--- src/hdl/lrca_pkg.sv ---
// Shared constants, payload types and control types for the lazy row-cleared accumulators.
package lrca_pkg;

    // Store geometry
    localparam int DOC_COUNT   = 65536;
    localparam int ROW_BITS    = 10;
    localparam int ROW_W       = 1 << ROW_BITS;
    localparam int ROW_TOTAL   = (DOC_COUNT + ROW_W - 1) >> ROW_BITS;
    localparam int STORE_DEPTH = ROW_TOTAL * ROW_W;
    localparam int ADDR_W      = $clog2(STORE_DEPTH);
    localparam int ROW_IDX_W   = (ROW_TOTAL > 1) ? $clog2(ROW_TOTAL) : 1;
    localparam int COL_W       = (ROW_BITS > 0) ? ROW_BITS : 1;

    // Field widths
    localparam int OP_W    = 2;
    localparam int DOC_W   = 16;
    localparam int COUNT_W = 16;

    // Operation codes
    localparam logic [OP_W-1:0] OP_START = 2'd0;
    localparam logic [OP_W-1:0] OP_TOUCH = 2'd1;
    localparam logic [OP_W-1:0] OP_READ  = 2'd2;

    // Input item
    typedef struct packed {
        logic [OP_W-1:0]  op;
        logic [DOC_W-1:0] doc_id;
    } in_item_t;

    // Result item
    typedef struct packed {
        logic [COUNT_W-1:0] doc_count;
        logic               row_live;
    } out_item_t;

    // Controller states
    typedef enum logic [1:0] {
        ST_IDLE,
        ST_TOUCH_WR,
        ST_CLEAR,
        ST_READ_OUT
    } state_t;

    // Counter memory access
    typedef struct packed {
        logic               we;
        logic               re;
        logic [ADDR_W-1:0]  addr;
        logic [COUNT_W-1:0] wdata;
    } ram_req_t;

    // Result handoff to the output register
    typedef struct packed {
        logic load;
        logic live;
    } result_t;

endpackage

--- src/hdl/lrca_ctrl.sv ---
// Controller: row flags, row clear sweep and read-modify-write sequencing.
module lrca_ctrl (
    input  logic                          clk,
    input  logic                          rst_n,
    input  logic                          in_valid,
    output logic                          in_ready,
    input  lrca_pkg::in_item_t            in_data,
    input  logic [lrca_pkg::COUNT_W-1:0]  rdata,
    input  logic                          slot_free,
    output lrca_pkg::ram_req_t            ram_req,
    output lrca_pkg::result_t             res
);

    localparam logic [lrca_pkg::COL_W-1:0]  LAST_COL = lrca_pkg::COL_W'(lrca_pkg::ROW_W - 1);
    localparam logic [lrca_pkg::ADDR_W-1:0] COL_MASK = lrca_pkg::ADDR_W'(lrca_pkg::ROW_W - 1);

    lrca_pkg::state_t                  state_reg, state_next;
    logic [lrca_pkg::ROW_TOTAL-1:0]    flags_reg, flags_next;
    logic [lrca_pkg::ROW_IDX_W-1:0]    row_reg, row_next;
    logic [lrca_pkg::COL_W-1:0]        col_reg, col_next;
    logic [lrca_pkg::COL_W-1:0]        hit_col_reg, hit_col_next;
    logic [lrca_pkg::ADDR_W-1:0]       addr_reg, addr_next;
    logic                              live_reg, live_next;

    logic [lrca_pkg::ADDR_W-1:0]       in_addr;
    logic [lrca_pkg::ROW_IDX_W-1:0]    in_row;
    logic                              in_range;
    logic                              in_flag;

    // Decode the incoming document
    always_comb
    begin
        in_addr  = lrca_pkg::ADDR_W'(in_data.doc_id);
        in_row   = lrca_pkg::ROW_IDX_W'(in_addr >> lrca_pkg::ROW_BITS);
        in_range = (32'(in_data.doc_id) < 32'(lrca_pkg::DOC_COUNT));
        in_flag  = in_range && flags_reg[in_row];
    end

    // State and control registers
    always_ff @(posedge clk or negedge rst_n)
    begin
        if (!rst_n)
        begin
            state_reg <= lrca_pkg::ST_IDLE;
            flags_reg <= '0;
        end
        else
        begin
            state_reg <= state_next;
            flags_reg <= flags_next;
        end
    end

    // Working registers
    always_ff @(posedge clk)
    begin
        row_reg     <= row_next;
        col_reg     <= col_next;
        hit_col_reg <= hit_col_next;
        addr_reg    <= addr_next;
        live_reg    <= live_next;
    end

    // Next state and outputs
    always_comb
    begin
        state_next   = state_reg;
        flags_next   = flags_reg;
        row_next     = row_reg;
        col_next     = col_reg;
        hit_col_next = hit_col_reg;
        addr_next    = addr_reg;
        live_next    = live_reg;
        ram_req      = '0;
        res          = '0;
        in_ready     = (state_reg == lrca_pkg::ST_IDLE);

        unique case (state_reg)
            lrca_pkg::ST_IDLE:
            begin
                if (in_valid)
                begin
                    unique case (in_data.op)
                        lrca_pkg::OP_START:
                        begin
                            flags_next = '0;
                        end
                        lrca_pkg::OP_TOUCH:
                        begin
                            if (in_range)
                            begin
                                if (in_flag)
                                begin
                                    // Row live: fetch counter, increment next cycle
                                    ram_req.re = 1'b1;
                                    ram_req.addr = in_addr;
                                    addr_next = in_addr;
                                    state_next = lrca_pkg::ST_TOUCH_WR;
                                end
                                else
                                begin
                                    // First touch of the row: sweep it
                                    row_next = in_row;
                                    col_next = '0;
                                    hit_col_next = lrca_pkg::COL_W'(in_addr & COL_MASK);
                                    state_next = lrca_pkg::ST_CLEAR;
                                end
                            end
                        end
                        lrca_pkg::OP_READ:
                        begin
                            live_next = in_flag;
                            ram_req.re = in_flag;
                            ram_req.addr = in_addr;
                            state_next = lrca_pkg::ST_READ_OUT;
                        end
                        default:
                        begin
                        end
                    endcase
                end
            end

            lrca_pkg::ST_TOUCH_WR:
            begin
                ram_req.we = 1'b1;
                ram_req.addr = addr_reg;
                ram_req.wdata = lrca_pkg::COUNT_W'(rdata + 1'b1);
                state_next = lrca_pkg::ST_IDLE;
            end

            lrca_pkg::ST_CLEAR:
            begin
                // Zero the row; the touched counter starts at one
                ram_req.we = 1'b1;
                ram_req.addr = (lrca_pkg::ADDR_W'(row_reg) << lrca_pkg::ROW_BITS)
                             | (lrca_pkg::ADDR_W'(col_reg) & COL_MASK);
                ram_req.wdata = (col_reg == hit_col_reg) ? lrca_pkg::COUNT_W'(1) : '0;
                if (col_reg == LAST_COL)
                begin
                    flags_next[row_reg] = 1'b1;
                    state_next = lrca_pkg::ST_IDLE;
                end
                else
                begin
                    col_next = lrca_pkg::COL_W'(col_reg + 1'b1);
                end
            end

            lrca_pkg::ST_READ_OUT:
            begin
                // Hand the result over once the output register can take it
                if (slot_free)
                begin
                    res.load = 1'b1;
                    res.live = live_reg;
                    state_next = lrca_pkg::ST_IDLE;
                end
            end

            default:
            begin
                state_next = lrca_pkg::ST_IDLE;
            end
        endcase
    end

endmodule

--- config.mk ---
export PLATFORM = sky130hd
export DESIGN_NAME = lrca_ctrl
export DESIGN_NICKNAME = d
export VERILOG_FILES = /design/src/hdl/lrca_pkg.sv /design/src/hdl/lrca_ctrl.sv
export SDC_FILE = /design/constraint.sdc
export NUM_CORES = 1
export LEC_CHECK = 0
export ABC_CLOCK_PERIOD_IN_PS = 3800
export BUFFER_PORTS_ARGS = -buffer_cell sky130_fd_sc_hd__buf_2
export CAP_MARGIN = 20
export CORE_UTILIZATION = 55
export DETAILED_ROUTE_END_ITERATION = 12
export GPL_TIMING_DRIVEN = 0
export PLACE_DENSITY_LB_ADDON = 0.08
export SETUP_SLACK_MARGIN = 0.15
export SLEW_MARGIN = 20
export SYNTH_ARGS = -nofsm -noshare
export SYNTH_HDL_FRONTEND = slang
export SYNTH_SLANG_ARGS = --single-unit
--- constraint.sdc ---
create_clock -name clk -period 3.8 [get_ports clk]
set_clock_uncertainty 0.1 [all_clocks]
set_input_delay 0.95 -clock clk [delete_from_list [all_inputs] [get_ports clk]]
set_output_delay 0.95 -clock clk [all_outputs]
set_load 0.005 [all_outputs]
==> results.json <==
{
  "critPathLaunchType": "primary input",
  "cts.path.max_buffers": 2,
  "power_density_nw_per_um2": 505.7,
  "p_total_mw": 3.515,
  "multi_input_area_um2": 2730,
  "drt_iter0_drc": 331,
  "final_cells": 773,
  "violations": "setup timing",
  "clkTransAtPathRegs_ps": 100,
  "dp_hpwl_um": 9985,
  "regArea_um2": 2943,
  "grt_pass1_wl_um": 22540,
  "drc_errors": 0,
  "worstPathCellList": "buf_8, buf_12, buf_12, buf_8, mux4_2, mux2i_4, a221oi_2, nand3_1, o211ai_4, buf_6, o2bb2ai_4, buf_2",
  "grt_pass1_vias": 4347,
  "drt_first_pass_iters": 5,
  "vias_per_cell": 5.847,
  "cp.arrival_ps": 2840,
  "achievable-frequency_ghz": 0.2574,
  "wire_per_inst_um": 18.53,
  "use_met3_pct": 4.511,
  "final_max_slew_viol_count": 0,
  "setup_slack_ps": -85.23,
  "nets": 679,
  "ir_drop_mv": 0.2388,
  "hold_class": "primary input to async pin",
  "vias": 4520,
  "ctsRootBufferMaster": "clkbuf_8",
  "yosysMostFrequentCell": "nor2_1",
  "ys_ff_latch": 109,
  "antenna_found_initial": 0,
  "end_kind": "output port",
  "critical_path_buf_inv_count": 6,
  "dpl.cell_count": 738,
  "rows": 37,
  "grt-ovfl-total": 0,
  "largest_reg_flops": 64,
  "n_antenna_cell": 0,
  "crit_required_ps": 2750,
  "drive_above_1_share_pct": 27.16,
  "ys_top_cells_by_area": "dfrtp_1 29%, edfxtp_1 22%, a21oi_1 5.8%",
  "h-tree-depth": 3,
  "yosysSeqAreaShare_pct": 51.02,
  "core-area_um2": 10230,
  "yosys.area.top_type": "dfrtp_1",
  "portBuffers": 74,
  "gr-usage-all-layers_pct": 26.84,
  "rsz0062_at_grt": "yes",
  "cap_violations": 0,
  "synth_edf_count": 43,
  "tightest_slew_ps": 928.2,
  "finalInstanceArea_um2": 6950,
  "cp_max_fo": 6,
  "clock_latency_ps": 380,
  "slowest_delay_ps": 280,
  "gr-usage-met1_pct": 34.46,
  "synthDistinctLibCells": 60,
  "fillCellCount": 787,
  "use_met2_pct": 46.17,
  "place.gp.congestion": 0.7941,
  "synth_top_area_share_pct": 28.63,
  "finalHoldViolCount": 0,
  "start_util_pct": 56.38,
  "cp_top_family": "buffers and inverters",
  "final_util_pct": 67.93,
  "top_usage_layer": "met2",
  "relSlewSlack_pct": 37.98,
  "ys.warnings.count": 0,
  "synthFlopType": "dfrtp_1",
  "synthArstFlopShare_pct": 60.55,
  "die_h_um": 104.4,
  "die_w_um": 104.4,
  "yosys-top-cells-count": "87 x nor2_1, 67 x a21oi_1, 66 x dfrtp_1",
  "place_area_um2": 6370,
  "crit_type": "primary input to output port",
  "cts_hold_buf": 0,
  "ant_nets": 0,
  "grt_max_degree": 62,
  "die-area_um2": 10900,
  "synth.avg_cell_area_um2": 10.99,
  "synth_nets": 572,
  "tritoncts": "done",
  "cts_buffers": 9,
  "io_pins": 75,
  "min_period_ps": 3885,
  "synthCells": 525,
  "outcome": "complete, but fails checks",
  "holdWs_ps": 281.9,
  "setup-tns-final_ps": -885.0,
  "final-setup-viol-count": 15,
  "finalCritPeriodShare_pct": 102.2,
  "leakage_nw": 3.057,
  "place_ws_ps": -327.3,
  "slowest_stage": "a221oi_2",
  "syn_to_final_growth_pct": 20.50,
  "clock-sinks": 109,
  "wirelength_um": 14320,
  "synth.cell_area_um2": 5768
}
final timing paths:
check	start	to	slack, ps	cells after the start
worst max-delay path	in_data[11]	ram_req[29]	-90	12
worst min-delay path	rst_n	state_reg[0]	280	1
worst max register to register	flags_reg[49]	hit_col_reg[9]	1000	9
worst min register to register	flags_reg[0]	flags_reg[0]	400	2
max in group asynchronous	rst_n	flags_reg[22]	2820	2
min in group clk	flags_reg[0]	flags_reg[0]	400	2
power by group:
group          switching (mW)  total (mW)  leakage [nW]  internal (mW)
registers               0.128        1.57          1.30           1.44
logic                   0.713        1.27          1.66          0.552
clock network           0.410       0.677        0.0964          0.267
total                    1.25        3.51          3.06           2.26
what timing repair did:
action                     in CTS  in global routing
hold endpoints to repair        0                  0
pin swaps                       8                 12
setup endpoints to repair      17                 18
resized for setup              26                 24
setup buffers                   8                  9
gates cloned                    1                  1
kinds of logic (layout without fill, tap and decap cells):
group                    Yosys count  after routing  share of synthesized area [%]
AO/OA/AOI/OAI                    125            125                          14.73
XOR/XNOR                          26             26                          3.948
adder cells (fa/ha/maj)            9              9                          1.952
buffers and inverters             46            158                          3.969
flip-flops                       109            109                          51.02
multiplexers                      26             26                          8.069
AND/OR/NAND/NOR                  184            184                          16.31
layout by cell type (no fill, tap or decap), types with 6 or more instances in the layout:
cell type / synthesis / layout
a21oi_1: 67 / 67
mux2i_1: 12 / 9
and3_1: 9 / 9
buf_4: 1 / 13
nor2b_1: 11 / 11
clkbuf_8: 0 / 10
buf_2: 4 / 75
o2bb2ai_2: 2 / 9
o21ai_0: 8 / 8
or3_1: 6 / 6
mux4_1: 8 / 6
edfxtp_1: 43 / 43
dfrtp_1: 66 / 66
nand3_1: 19 / 19
and2_1: 7 / 6
ha_1: 9 / 9
buf_12: 1 / 7
inv_1: 9 / 9
a22oi_1: 15 / 15
mux4_2: 6 / 8
xnor2_1: 13 / 13
clkbuf_1: 20 / 18
xor2_1: 13 / 13
nor2_1: 87 / 85
nand2_1: 16 / 15
metal layers:
metal  wire length (um)  share of wire (%)
met5                  0                  0
met4                295                2.1
met3                692                4.8
met2               7285                 51
met1               6046                 42
final cells by class:
type                    count  share of cell area, %
flip-flops and latches    109                  42.34
multi-input cells         370                  39.28
repair buffers             96                  9.487
plain buffers              36                  3.240
well taps                 136                  2.448
clock buffers              11                  2.034
clock inverters             5                 0.6301
inverters                  10                 0.5401
Power figures use the tool's default switching activity.
